<file path="src/design/ggs_pkg.sv">
package ggs_pkg;

  localparam int ATAN_STAGES_DEF = 14;
  localparam int ATAN_TABLE_LEN  = 20;

  localparam int POS_W  = 15;  // Q4.11 positions, unsigned
  localparam int DIFF_W = 16;  // goal minus pose, signed
  localparam int HEAD_W = 16;  // Q3.13 heading, signed
  localparam int SPD_W  = 15;  // Q4.11 speeds, unsigned
  localparam int TURN_W = 16;  // signed turn command
  localparam int SQ_W   = 30;  // one squared difference
  localparam int DIST_W = 31;  // sum of two squares
  localparam int VEC_W  = 27;  // CORDIC x / y, signed
  localparam int ANG_W  = 28;  // CORDIC angle, Q.24 signed
  localparam int BRG_W  = 17;  // bearing, Q4.13 signed
  localparam int ERR_W  = 18;  // heading error, Q5.13 signed
  localparam int PRESCALE_SH = 8;
  localparam int ROUND_SH    = 11;

  localparam int CFG_IDX_W = 3;

  localparam logic signed [ANG_W-1:0] PI_Q24     = 28'sd52707179;
  localparam logic signed [ANG_W-1:0] ROUND_Q24  = 28'sd1024;
  localparam logic signed [ERR_W-1:0] PI_Q13     = 18'sd25736;
  localparam logic signed [ERR_W-1:0] TWO_PI_Q13 = 18'sd51472;

  typedef enum logic [CFG_IDX_W-1:0] {
    REG_GOAL_X        = 3'd0,
    REG_GOAL_Y        = 3'd1,
    REG_DRIVE_SPEED   = 3'd2,
    REG_TURN_SPEED    = 3'd3,
    REG_ARRIVE_RADIUS = 3'd4,
    REG_HEADING_TOL   = 3'd5
  } ggs_reg_e;

  typedef struct packed {
    logic signed [VEC_W-1:0] x;
    logic signed [VEC_W-1:0] y;
    logic signed [ANG_W-1:0] z;
  } ggs_vec_t;

  typedef struct packed {
    logic                     arrived;
    logic                     zero;     // dx == dy == 0, bearing forced to 0
    logic signed [HEAD_W-1:0] heading;
  } ggs_side_t;

  // atan(2^-i) in Q.24
  function automatic logic signed [ANG_W-1:0] atan_q24(input int idx);
    logic signed [ANG_W-1:0] v;
    case (idx)
      0:  v = 28'sd13176795;
      1:  v = 28'sd7778716;
      2:  v = 28'sd4110060;
      3:  v = 28'sd2086331;
      4:  v = 28'sd1047214;
      5:  v = 28'sd524117;
      6:  v = 28'sd262123;
      7:  v = 28'sd131069;
      8:  v = 28'sd65536;
      9:  v = 28'sd32768;
      10: v = 28'sd16384;
      11: v = 28'sd8192;
      12: v = 28'sd4096;
      13: v = 28'sd2048;
      14: v = 28'sd1024;
      15: v = 28'sd512;
      16: v = 28'sd256;
      17: v = 28'sd128;
      18: v = 28'sd64;
      19: v = 28'sd32;
      default: v = '0;
    endcase
    return v;
  endfunction

endpackage

</file>
<file path="src/design/ggs_back.sv">
module ggs_back (
  input  logic                       clk_i,
  input  logic                       rst_ni,
  input  logic                       in_valid_i,
  output logic                       in_ready_o,
  input  ggs_pkg::ggs_vec_t          in_vec_i,
  input  ggs_pkg::ggs_side_t         in_side_i,
  input  logic [ggs_pkg::SPD_W-1:0]  drive_speed_i,
  input  logic [ggs_pkg::SPD_W-1:0]  turn_speed_i,
  input  logic [ggs_pkg::SPD_W-1:0]  heading_tol_i,
  output logic                       out_valid_o,
  input  logic                       out_ready_i,
  output logic [ggs_pkg::SPD_W-1:0]  forward_cmd_o,
  output logic signed [ggs_pkg::TURN_W-1:0] turn_cmd_o,
  output logic                       arrived_o
);
  import ggs_pkg::*;

  // stage D: rounded bearing and raw error
  logic                     d_vld_q;
  logic signed [ERR_W-1:0]  d_err_q;
  logic                     d_arr_q;
  // stage E: the output register
  logic                     e_vld_q;
  logic [SPD_W-1:0]         e_fwd_q;
  logic signed [TURN_W-1:0] e_turn_q;
  logic                     e_arr_q;

  logic d_rdy, e_rdy;

  logic signed [ANG_W-1:0]  zr;
  logic signed [BRG_W-1:0]  bearing;
  logic signed [ERR_W-1:0]  err_raw, err_w, mag;
  logic                     turning;
  logic [SPD_W-1:0]         fwd_d;
  logic signed [TURN_W-1:0] turn_d;

  assign zr      = in_vec_i.z + ROUND_Q24;
  assign bearing = in_side_i.zero ? '0 : zr[ANG_W-1:ROUND_SH];
  assign err_raw = {bearing[BRG_W-1], bearing}
                 - {{(ERR_W-HEAD_W){in_side_i.heading[HEAD_W-1]}}, in_side_i.heading};

  // single wrap into [-pi, pi]
  always_comb begin
    if (d_err_q > PI_Q13) begin
      err_w = d_err_q - TWO_PI_Q13;
    end else if (d_err_q < -PI_Q13) begin
      err_w = d_err_q + TWO_PI_Q13;
    end else begin
      err_w = d_err_q;
    end
  end

  assign mag     = (err_w < 0) ? -err_w : err_w;
  assign turning = mag > $signed({{(ERR_W-SPD_W){1'b0}}, heading_tol_i});

  always_comb begin
    fwd_d  = '0;
    turn_d = '0;
    if (!d_arr_q) begin
      if (turning) begin
        turn_d = (err_w > 0) ? $signed({1'b0, turn_speed_i}) : -$signed({1'b0, turn_speed_i});
      end else begin
        fwd_d = drive_speed_i;
      end
    end
  end

  assign e_rdy      = !e_vld_q || out_ready_i;
  assign d_rdy      = !d_vld_q || e_rdy;
  assign in_ready_o = d_rdy;

  always_ff @(posedge clk_i or negedge rst_ni) begin
    if (!rst_ni) begin
      d_vld_q <= 1'b0;
      e_vld_q <= 1'b0;
    end else begin
      if (d_rdy) d_vld_q <= in_valid_i;
      if (e_rdy) e_vld_q <= d_vld_q;
    end
  end

  always_ff @(posedge clk_i) begin
    if (d_rdy && in_valid_i) begin
      d_err_q <= err_raw;
      d_arr_q <= in_side_i.arrived;
    end
    if (e_rdy && d_vld_q) begin
      e_fwd_q  <= fwd_d;
      e_turn_q <= turn_d;
      e_arr_q  <= d_arr_q;
    end
  end

  assign out_valid_o   = e_vld_q;
  assign forward_cmd_o = e_fwd_q;
  assign turn_cmd_o    = e_turn_q;
  assign arrived_o     = e_arr_q;

  a_arrived_quiet: assert property (@(posedge clk_i) disable iff (!rst_ni)
    e_vld_q && e_arr_q |-> (e_fwd_q == '0) && (e_turn_q == '0))
    else $error("arrived word carries nonzero commands");

  a_one_cmd: assert property (@(posedge clk_i) disable iff (!rst_ni)
    e_vld_q |-> (e_fwd_q == '0) || (e_turn_q == '0))
    else $error("drive and turn commands both nonzero");

  a_fwd_is_drive: assert property (@(posedge clk_i) disable iff (!rst_ni)
    e_vld_q && (e_fwd_q != '0) |-> e_fwd_q == drive_speed_i)
    else $error("forward command differs from drive speed");

endmodule

</file>
<file path="config.mk">
export PLATFORM = sky130hd
export DESIGN_NAME = ggs_back
export DESIGN_NICKNAME = d
export VERILOG_FILES = /design/src/design/ggs_pkg.sv /design/src/design/ggs_back.sv
export SDC_FILE = /design/constraint.sdc
export NUM_CORES = 1
export LEC_CHECK = 0
export BUFFER_PORTS_ARGS = -buffer_cell sky130_fd_sc_hd__buf_2
export CAP_MARGIN = 20
export CORE_ASPECT_RATIO = 1.25
export CORE_UTILIZATION = 55
export DETAILED_ROUTE_END_ITERATION = 10
export GPL_ROUTABILITY_DRIVEN = 0
export PLACE_DENSITY = 0.92
export SYNTH_ARGS = -nofsm -noshare
export SYNTH_HDL_FRONTEND = slang
export SYNTH_SLANG_ARGS = --single-unit
export TNS_END_PERCENT = 50
</file>
<file path="constraint.sdc">
create_clock -name clk_i -period 8.1 [get_ports clk_i]
set_input_delay 0.81 -clock clk_i [delete_from_list [all_inputs] [get_ports clk_i]]
set_output_delay 0.81 -clock clk_i [all_outputs]
set_load 0.01 [all_outputs]
</file>
==> results of run 1 <==
==> layer usage <==
| layer | global-route usage [%] | part of all wire (%) | up-vias |
|---|---|---|---|
| met5 | 0 | 0 | - |
| met3 | 3.53 | 6.9 | 34 |
| met2 | 47.7 | 52 | 221 |
| li1 | - | - | 2253 |
| met1 | 24.8 | 38 | 2089 |
| met4 | 11.0 | 2.8 | 0 |
==> worst register-to-register path, stage by stage, from the launching register on <==
cell and delay [ns]:
edfxtp_1 0.43, ha_1 0.30, a31oi_1 0.16, or4_1 0.65, nand3_4 0.20, o31ai_2 0.10
xnor2_1 0.19, or3b_2 0.51, nor4_1 0.62, a21oi_1 0.17, xor2_1 0.19, ha_1 0.31
nand4_1 0.18, nor4_1 0.46, nand2_1 0.10, o221ai_1 0.12, nor2b_1 0.22, nand3b_1 0.10
or4b_4 0.55, nand4b_2 0.33, nor3_1 0.11
==> final timing paths <==
check / end / slack [ns] / cells past startpoint
worst min-delay path: out_valid_o$_DFFE_PN0P_ / 0.25 / 1
min in group clk_i: out_valid_o$_DFFE_PN0P_ / 0.50 / 1
worst max register to register: turn_cmd_o[15]$_SDFFCE_PP0P_ / 1.85 / 20
worst min register to register: out_valid_o$_DFFE_PN0P_ / 0.50 / 1
max in group asynchronous: d_vld_q$_DFFE_PN0N_ / 7.76 / 1
worst max-delay path: turn_cmd_o[15]$_SDFFCE_PP0P_ / 1.85 / 20
==> through the flow <==
stage | setup slack (ns) | instances | power, mW | utilization [%]
3_3_place_gp | 2.16 | 785 | 0.771 | 63.9
4_1_cts | 1.98 | 793 | 0.979 | 65.1
5_1_grt | 1.38 | 793 | 1.05 | 65.1
6_report | 1.85 | 793 | 0.980 | 65.1
2_1_floorplan | 2.84 | 566 | 0.691 | -
3_5_place_dp | 2.00 | 785 | 0.798 | 63.9
==> synth_stat cells, types with 2 or more instances <==
| cell type | n |
|---|---|
| ha_1 | 38 |
| edfxtp_1 | 51 |
| a21boi_0 | 2 |
| o21ai_0 | 36 |
| and3_1 | 7 |
| nand3b_1 | 4 |
| or2_2 | 3 |
| a21o_1 | 4 |
| a31oi_1 | 7 |
| nor2b_1 | 7 |
| o21bai_1 | 3 |
| o21a_1 | 3 |
| nor3b_1 | 2 |
| xor2_1 | 18 |
| nand4_1 | 7 |
| buf_4 | 4 |
| or4_1 | 3 |
| nor3_1 | 18 |
| or3_1 | 21 |
| nor2_1 | 52 |
| or3b_2 | 2 |
| o311a_1 | 2 |
| buf_2 | 8 |
| a21oi_1 | 37 |
| o2bb2ai_1 | 2 |
| nand3_1 | 20 |
| o31ai_1 | 4 |
| dfrtp_1 | 2 |
| inv_1 | 53 |
| a211oi_1 | 6 |
| nand2b_1 | 11 |
| and2_1 | 24 |
| nand2_1 | 23 |
| a41oi_1 | 3 |
| nor4_1 | 7 |
| clkbuf_1 | 7 |
| xnor2_1 | 27 |
| o211ai_1 | 4 |
| o41ai_1 | 2 |
==> power breakdown <==
part	switching, mW	total (mW)	internal (mW)
logic	0.236	0.421	0.184
registers	0.0299	0.377	0.347
clock network	0.0915	0.183	0.0911
==> kinds of logic (layout without fill, tap and decap cells) <==
kind of cell             count (synthesis)  in the layout  share of synthesized area, %
AO/OA/AOI/OAI                          134            134                          18.0
buffers and inverters                   74            181                          6.37
AND/OR/NAND/NOR                        219            219                          24.5
adder cells (fa/ha/maj)                 39             39                          10.2
XOR/XNOR                                45             45                          8.09
multiplexers                             2              2                         0.436
flip-flops                              53             53                          32.4
==> registers in the layout, indices dropped and copies added, names as in the netlist <==
| signal | cells |
|---|---|
| d_vld_q | 1 |
| d_err_q | 18 |
| turn_cmd_o | 16 |
| d_arr_q | 1 |
| arrived_o | 1 |
| forward_cmd_o | 15 |
| out_valid_o | 1 |
==> final cells by class <==
type / count / area (um^2)
Clock buffer: 5 / 68.8
Clock inverter: 3 / 41.3
Sequential cell: 53 / 1580
Inverter: 53 / 199
Tap cell: 120 / 150
Fill cell: 720 / 3020
Timing Repair Buffer: 120 / 606
Multi-Input combinational cell: 439 / 2990
==> flow_summary_export.csv, run 1 <==
group,metric,value,unit
power_and_ir_drop,vdd_drop_max,0.0745,mV
global_routing,grt_overflow,0,
synth,syn_area,4870,um^2
cells_and_area,final_cell_mix,"buf_2 (118), inv_1 (53), nor2_1 (52)",
cells_and_area,final_common_cell,"buf_2",
detailed_routing,avgViaCountPerCell,5.80,
global_routing,grt_pass1_wl,18300,um
timing,hold_violations,0,
floorplan,start_util,56.3,%
critical_path,arrival,6.30,ns
cts,numCtsBuffers,5,
floorplan,io_pins,183,
critical_path,crit_fanout,16,
floorplan,coreArea,8650,um^2
global_routing,antenna_found_initial,0,
place,place_area,5530,um^2
cts,cts_tree,"done",
timing,period_share,77.1,%
critical_path,worst_setup_path_end_kind,"flip-flop",
cells_and_area,layout.nets,860,
critical_path,crit_type,"reg -> reg",
power_and_ir_drop,p_leak,2.46,nW
global_routing,grt_max_degree,33,
synth,synth_ff_type,"edfxtp_1",
floorplan,core.rowCount,38,
critical_path,crit_start,"d_err_q[5]$_DFFE_PP_",
synth,ys_top_cells_by_area,"edfxtp_1 (31%), ha_1 (9.8%), xnor2_1 (4.9%)",
cts,cts_sinks,53,
timing,holdWs,0.251,ns
run_status,outcome,"finished clean",
timing,rsz0062_at_grt,"no",
timing,worstMarginPinSlew,0.987,ns
cts,worstSkewPairLatency,0.32,ns
synth,synth_warnings,0,
cells_and_area,antennaDiodeCount,0,
cts,holdBufCountCts,0,
global_routing,grt_util_all_layers,24.3,%
timing,finalClockSkew,0.00798,ns
synth,ys_seq_elements,53,
synth,synth_edf_count,51,
timing,finalSetupViolCount,0,
timing,maxSlewViolCount,0,
synth,syn-num-nets,754,
place,numPortBuffers,118,
synth,ys_types,71,
synth,yosysTopAreaCell,"edfxtp_1",
critical_path,crit_path_cell_trace,"ha_1 -> a31oi_1 -> or4_1 -> nand3_4 -> o31ai_2 -> xnor2_1 -> or3b_2 -> nor4_1 -> a21oi_1 -> xor2_1 -> ha_1 -> nand4_1 -> nor4_1 -> nand2_1 -> o221ai_1 -> nor2b_1 -> nand3b_1 -> or4b_4 -> nand4b_2 -> nor3_1",
critical_path,cp_top_family,"simple AND/OR/NAND/NOR gates",
critical_path,cp-start-kind,"flip-flop",
cts,htreeDepth,2,
floorplan,floorplan.die.height,107,um
detailed_routing,ant_nets,0,
worst_hold_path,hp-class,"in -> async",
timing,tns,0,ns
critical_path,cpPeakStageDelay,0.65,ns
place,dpl.hpwl,8620,um
detailed_routing,drc,0,
critical_path,cp.required,8.15,ns
synth,synth_top_area_share,31.4,%
timing,relSlewSlack,34.0,%
job,maxCapViolCount,0,
detailed_routing,vias,4597,
cts,clock-root-buffer,"clkbuf_8",
floorplan,die_area,9250,um^2
critical_path,slowest_stage,"or4_1",
cts,post_cts_resized,0,
detailed_routing,drt_pre_antenna_iters,5,
synth,ys_seq_area_share,32.4,%
cts,clk_pin_slew,0.10,ns
detailed_routing,totalWireLength,10900,um
cells_and_area,fin_area,5640,um^2
floorplan,die_x,86.2,um
detailed_routing,drt_iter0_drc,201,
power_and_ir_drop,p_per_area,174,nW/um^2
timing,finalCriticalPeriod,6.25,ns
cells_and_area,flow.area_growth_from_synthesis,15.6,%
cells_and_area,drive_gt1_share,21.5,%
global_routing,grt_pass1_vias,4479,
synth,avgSynthCellArea,8.61,um^2
timing,max_freq,160,MHz
critical_path,cp_num_buf_inv,0,
cts,post_cts_buffers,0,
cts,cts_buffer_depth,2,
detailed_routing,wire_per_inst,13.8,um
synth,async_flop_share,3.77,%
synth,synth_cells,566,
critical_path,r2r_start,"d_err_q[5]$_DFFE_PP_",
No activity file was read; power rests on OpenSTA's default activity.
==> inputs of run 2 (changes only) <==
CORE_UTILIZATION = 46   (was 55)
PLACE_DENSITY = 0.82   (was 0.92)
clock period = 5.6 ns   (was 8.1 ns; I/O delays follow)
==> flow_summary_export.csv, run 2 (synthesized netlist as in run 1, its figures left out) <==
group,metric,value,unit
run_status,outcome,"finished clean",
power_and_ir_drop,power_switching_share,35.8,%
power_and_ir_drop,p_leak,2.68,nW
place,dpl.hpwl,8920,um
cells_and_area,final_cell_mix,"buf_2 (118), nor2_1 (52), inv_1 (51), edfxtp_1 (51), ha_1 (37)",
floorplan,io_pins,183,
cts,cts_sinks,53,
cells_and_area,top_register,"d_err_q",
timing,hold_violations,0,
critical_path,crit_path_cell_trace,"ha_2 -> a31oi_1 -> or4_4 -> buf_4 -> and2_1 -> a21oi_2 -> a221o_1 -> o21ai_1 -> or4_4 -> o21ai_2 -> xor2_1 -> ha_1 -> nand4_1 -> buf_4 -> nor3_1 -> o31a_1 -> o221ai_2 -> nor2b_4 -> nand3b_1 -> or4b_4 -> a31oi_4 -> buf_4 -> and2_1",
global_routing,grt_util_all_layers,19.9,%
cells_and_area,nFillCells,893,
cts,clock-root-buffer,"clkbuf_16",
floorplan,die_x,94.1,um
worst_hold_path,hp-class,"in -> async",
cts,cts_buffer_depth,2,
global_routing,antenna_found_initial,0,
critical_path,crit_start,"d_err_q[4]$_DFFE_PP_",
place,numPortBuffers,118,
floorplan,floorplan.die.height,117,um
critical_path,cp-start-kind,"flip-flop",
place,place_area,5780,um^2
detailed_routing,drt_pre_antenna_iters,5,
timing,finalCriticalPeriod,5.38,ns
critical_path,crit_fanout,5,
timing,finalClockSkew,0.00606,ns
global_routing,grt_max_degree,33,
critical_path,crit_type,"reg -> reg",
timing,relSlewSlack,44.0,%
timing,worstMarginPinSlew,0.840,ns
critical_path,cp_top_family,"simple AND/OR/NAND/NOR gates",
cells_and_area,fin_area,6030,um^2
cells_and_area,largest_register_ffs,18,
cells_and_area,antennaDiodeCount,0,
cells_and_area,final_cells,837,
cts,htreeDepth,2,
timing,maxSlewViolCount,0,
power_and_ir_drop,power,1.56,mW
cts,cts_tree,"done",
cts,holdBufCountCts,0,
detailed_routing,drt_iter0_drc,227,
floorplan,coreArea,10200,um^2
power_and_ir_drop,switching_power,558,uW
critical_path,ff2ff_setup_slack,0.22,ns
power_and_ir_drop,p_per_area,258,nW/um^2
place,dp.cells,825,
power_and_ir_drop,p_int,999,uW
critical_path,arrival,5.55,ns
critical_path,crit_top_cell,"buf_4",
cells_and_area,fin_util,59.1,%
detailed_routing,vias,4618,
detailed_routing,ant_nets,0,
timing,finalSetupViolCount,0,
global_routing,grt_pass1_vias,4262,
global_routing,grt_pass1_wl,17500,um
detailed_routing,wire_per_inst,13.2,um
critical_path,cp.required,5.77,ns
cells_and_area,final_common_cell,"buf_2",
power_and_ir_drop,pwr-share-seq,33.9,%
timing,period_share,96.0,%
floorplan,start_util,47.8,%
cts,worstSkewPairLatency,0.30,ns
critical_path,slowest_stage,"or4b_4",
cells_and_area,layout.nets,895,
floorplan,core.rowCount,41,
power_and_ir_drop,vdd_drop_max,0.137,mV
detailed_routing,drc,0,
cts,clk_pin_slew,0.07,ns
job,maxCapViolCount,0,
global_routing,grt_overflow,0,
power_and_ir_drop,p_comb_share,46.0,%
cells_and_area,seq_area,1580,um^2
detailed_routing,avgViaCountPerCell,5.52,
timing,holdWs,0.0317,ns
critical_path,cpPeakStageDelay,0.55,ns
cts,numCtsBuffers,5,
cells_and_area,multi_input_area,3060,um^2
cells_and_area,flow.area_growth_from_synthesis,23.8,%
critical_path,cp_num_buf_inv,3,
detailed_routing,totalWireLength,11000,um
critical_path,worst_setup_path_end_kind,"flip-flop",
floorplan,die_area,11000,um^2
timing,max_freq,186,MHz
critical_path,r2r_start,"d_err_q[4]$_DFFE_PP_",
power_and_ir_drop,power.share.clock,20.1,%
cells_and_area,drive_gt1_share,27.3,%
-- run 2: final cells by class --
type                    instances  area share (%)
repair buffers                155            14.6
multi-input cells             439            50.7
well taps                     129            2.68
clock buffers                   5            2.07
flip-flops and latches         53            26.2
clock inverters                 3           0.415
inverters                      53            3.30
-- run 2: worst paths after layout --
check / depth (start not counted) / endpoint
hold reg to reg: 1 / out_valid_o$_DFFE_PN0P_
hold / removal: 1 / d_vld_q$_DFFE_PN0N_
min in group clk_i: 1 / d_arr_q$_DFFE_PP_
setup reg to reg: 23 / forward_cmd_o[14]$_SDFFCE_PP0P_
max in group asynchronous: 1 / out_valid_o$_DFFE_PN0P_
setup / recovery: 23 / forward_cmd_o[14]$_SDFFCE_PP0P_
-- run 2: per-layer routing --
metal	GRT usage, %	vias to the layer above	wire length, um
li1	-	2337	-
met1	19.6	2078	4300
met2	39.7	174	5800
met3	3.23	29	622
met4	9.95	0	298
met5	0	-	0
-- run 2: repair_timing --
item	4_1_cts	5_1_grt
hold endpoints to repair	0	0
gates resized for setup	2	16
setup endpoints to repair	17	31
pin swaps	1	4
gates cloned	0	0
setup buffers	3	1
-- run 2: power by group through the flow --
stage	logic (mW)	clock network, mW	registers, mW
global route	0.795	0.331	0.533
CTS	0.687	0.318	0.527
floorplan	0.456	0	0.543
detailed placement	0.670	0	0.536
finish	0.716	0.313	0.527
global placement	0.640	0	0.533
-- run 2: stage by stage --
| step | worst slack [ns] | setup TNS (ns) |
|---|---|---|
| after floorplan | 0.338 | 0 |
| after global routing | -0.0807 | -1.10 |
| after detailed placement | -0.0575 | -0.722 |
| final | 0.223 | 0 |
| after CTS | 0.0463 | 0 |
| after global placement | 0.0355 | 0 |
==> inputs of run 3 (changes only) <==
ABC_AREA = 1   (was unset)
CORE_UTILIZATION = 48   (was 46)
PLACE_DENSITY = 0.83   (was 0.82)
==> flow_summary_export.csv, run 3 <==
group,metric,value,unit
critical_path,cpPeakStageDelay,0.50,ns
place,numPortBuffers,118,
critical_path,reg2regPathDepth,29,
cts,clk_pin_slew,0.07,ns
power_and_ir_drop,p_per_area,256,nW/um^2
cells_and_area,drive_gt1_share,22.1,%
synth,avgSynthCellArea,7.01,um^2
timing,hold_violations,0,
timing,rsz0062_at_grt,"no",
timing,period_share,83.7,%
detailed_routing,totalWireLength,12100,um
critical_path,worst_setup_path_end_kind,"flip-flop",
power_and_ir_drop,power.share.clock,18.2,%
synth,synth_ff_type,"edfxtp_1",
power_and_ir_drop,p_comb_share,48.6,%
floorplan,io_pins,183,
power_and_ir_drop,switching_power,703,uW
cells_and_area,flow.area_growth_from_synthesis,13.9,%
place,pre_cts_ws,0.957,ns
cells_and_area,antennaDiodeCount,0,
synth,ys_seq_elements,53,
synth,ys_top_cells_by_area,"edfxtp_1 (27%), nand2_1 (13%), inv_1 (9.0%)",
detailed_routing,vias,5395,
cells_and_area,final_cell_mix,"nand2_1 (195), inv_1 (138), buf_2 (118)",
cts,post_cts_resized,0,
cts,htreeDepth,2,
timing,finalSetupViolCount,0,
detailed_routing,avgViaCountPerCell,4.93,
floorplan,start_util,49.5,%
critical_path,slowest_stage,"o21a_1",
critical_path,arrival,4.72,ns
floorplan,die_area,12500,um^2
detailed_routing,drt_pre_antenna_iters,5,
cells_and_area,seq_area,1580,um^2
critical_path,crit_top_cell,"nand2_1",
synth,ys_types,45,
cts,post_cts_buffers,0,
cts,clock-root-buffer,"clkbuf_16",
cts,worstSkewPairLatency,0.29,ns
timing,tns,0,ns
detailed_routing,wire_per_inst,11.1,um
critical_path,cp_num_buf_inv,5,
place,dpl.hpwl,9840,um
critical_path,cp_top_family,"simple AND/OR/NAND/NOR gates",
synth,synth_warnings,0,
cts,cts_buffer_depth,2,
timing,setup_slack,0.915,ns
critical_path,cp-start-kind,"flip-flop",
run_status,outcome,"finished clean",
critical_path,cp.required,5.63,ns
synth,synth_top_area_share,26.5,%
global_routing,grt_util_all_layers,20.0,%
power_and_ir_drop,p_leak,3.44,nW
critical_path,crit_fanout,16,
cells_and_area,layout.nets,1120,
floorplan,floorplan.die.height,125,um
cts,cts_tree,"done",
critical_path,ff2ff_setup_slack,0.91,ns
worst_hold_path,hp-class,"in -> async",
cells_and_area,top_register,"d_err_q",
timing,max_freq,213,MHz
synth,syn-num-nets,1012,
timing,maxSlewViolCount,0,
cts,cts_sinks,53,
power_and_ir_drop,pwr-share-seq,33.2,%
cells_and_area,nFillCells,1119,
global_routing,grt_overflow,0,
timing,finalCriticalPeriod,4.69,ns
timing,holdWs,0.0406,ns
critical_path,r2r_start,"d_err_q[4]$_DFFE_PP_",
floorplan,coreArea,11700,um^2
cts,holdBufCountCts,0,
job,maxCapViolCount,0,
synth,ys_seq_area_share,27.4,%
floorplan,core.rowCount,44,
detailed_routing,drc,0,
power_and_ir_drop,power_switching_share,41.7,%
timing,worstMarginPinSlew,0.663,ns
global_routing,grt_max_degree,29,
global_routing,grt_pass1_vias,4962,
global_routing,antenna_found_initial,0,
synth,yosysTopAreaCell,"edfxtp_1",
power_and_ir_drop,p_int,982,uW
detailed_routing,ant_nets,0,
global_routing,grt_pass1_wl,20900,um
cts,numCtsBuffers,5,
synth,synth_cells,824,
synth,async_flop_share,3.77,%
timing,finalClockSkew,0.00902,ns
synth,synth_most_common_cell,"nand2_1",
cells_and_area,largest_register_ffs,18,
synth,synth_common_cells,"nand2_1 (195), inv_1 (138), nor2_1 (77)",
timing,relSlewSlack,55.7,%
cells_and_area,multi_input_area,3470,um^2
synth,synth_edf_count,51,
detailed_routing,drt_iter0_drc,372,
power_and_ir_drop,vdd_drop_max,0.140,mV
floorplan,die_x,100,um
synth,syn_area,5780,um^2
cells_and_area,final_common_cell,"nand2_1",
critical_path,worstReg2RegEnd,"turn_cmd_o[3]$_SDFFCE_PP0P_",
critical_path,crit_type,"reg -> reg",
-- run 3: worst max path at each step --
stage,startpoint,end,cells after the start
floorplan,d_err_q[4]$_DFFE_PP_,turn_cmd_o[10]$_SDFFCE_PP0P_,32
global placement,d_err_q[4]$_DFFE_PP_,turn_cmd_o[3]$_SDFFCE_PP0P_,29
detailed placement,d_err_q[4]$_DFFE_PP_,turn_cmd_o[3]$_SDFFCE_PP0P_,29
CTS,d_err_q[4]$_DFFE_PP_,turn_cmd_o[3]$_SDFFCE_PP0P_,29
global route,d_err_q[4]$_DFFE_PP_,forward_cmd_o[7]$_SDFFCE_PP0P_,28
finish,d_err_q[4]$_DFFE_PP_,turn_cmd_o[3]$_SDFFCE_PP0P_,29
-- run 3: metrics by stage --
step                      instance area, um^2  std cells  utilization [%]  power [mW]
after detailed placement                 6430       1086             55.1        1.38
after CTS                                6580       1094             56.4        1.69
final                                    6580       1094             56.4        1.68
after floorplan                          5780        824                -        1.22
after global placement                   6430       1086             55.1        1.36
after global routing                     6580       1094             56.4        1.83
-- run 3: layer usage --
layer / share of wire [%] / routed length [um] / track usage [%] / vias up
met1: 42 / 5160 / 23.4 / 2386
met2: 51 / 6160 / 37.2 / 151
met5: 0 / 0 / 0 / -
met3: 4.5 / 551 / 2.30 / 27
met4: 2.2 / 269 / 6.73 / 0
li1: - / - / - / 2831
-- run 3: logic make-up after synthesis --
| family | share of synthesized area (%) |
|---|---|
| AND/OR/NAND/NOR | 35.4 |
| buffers and inverters | 12.6 |
| AO/OA/AOI/OAI | 8.84 |
| flip-flops | 27.4 |
| XOR/XNOR | 7.25 |
| adder cells (fa/ha/maj) | 8.58 |
-- run 3: layout make-up --
class | instances | share of cell area [%]
multi-input combinational | 600 | 52.8
inverter | 153 | 8.75
clock inverter | 3 | 0.399
clock buffer | 5 | 1.90
timing repair buffer | 119 | 9.09
tap | 161 | 3.06
sequential | 53 | 24.0
-- run 3: power groups by stage --
| stage | sequential [mW] | combinational, mW | clock [mW] |
|---|---|---|---|
| 2_1_floorplan | 0.565 | 0.655 | 0 |
| 5_1_grt | 0.567 | 0.932 | 0.330 |
| 3_5_place_dp | 0.566 | 0.814 | 0 |
| 6_report | 0.559 | 0.818 | 0.307 |
| 3_3_place_gp | 0.564 | 0.793 | 0 |
| 4_1_cts | 0.558 | 0.819 | 0.315 |
-- run 3: worst register-to-register path, delay by kind of cell, from the launching register on --
kind            cells  cell delay, ns
compound gates      4            0.92
simple gates       17            1.66
buf+inv             5            0.79
xor+xnor            1            0.15
flops               1            0.46
fa+ha+maj           2            0.43
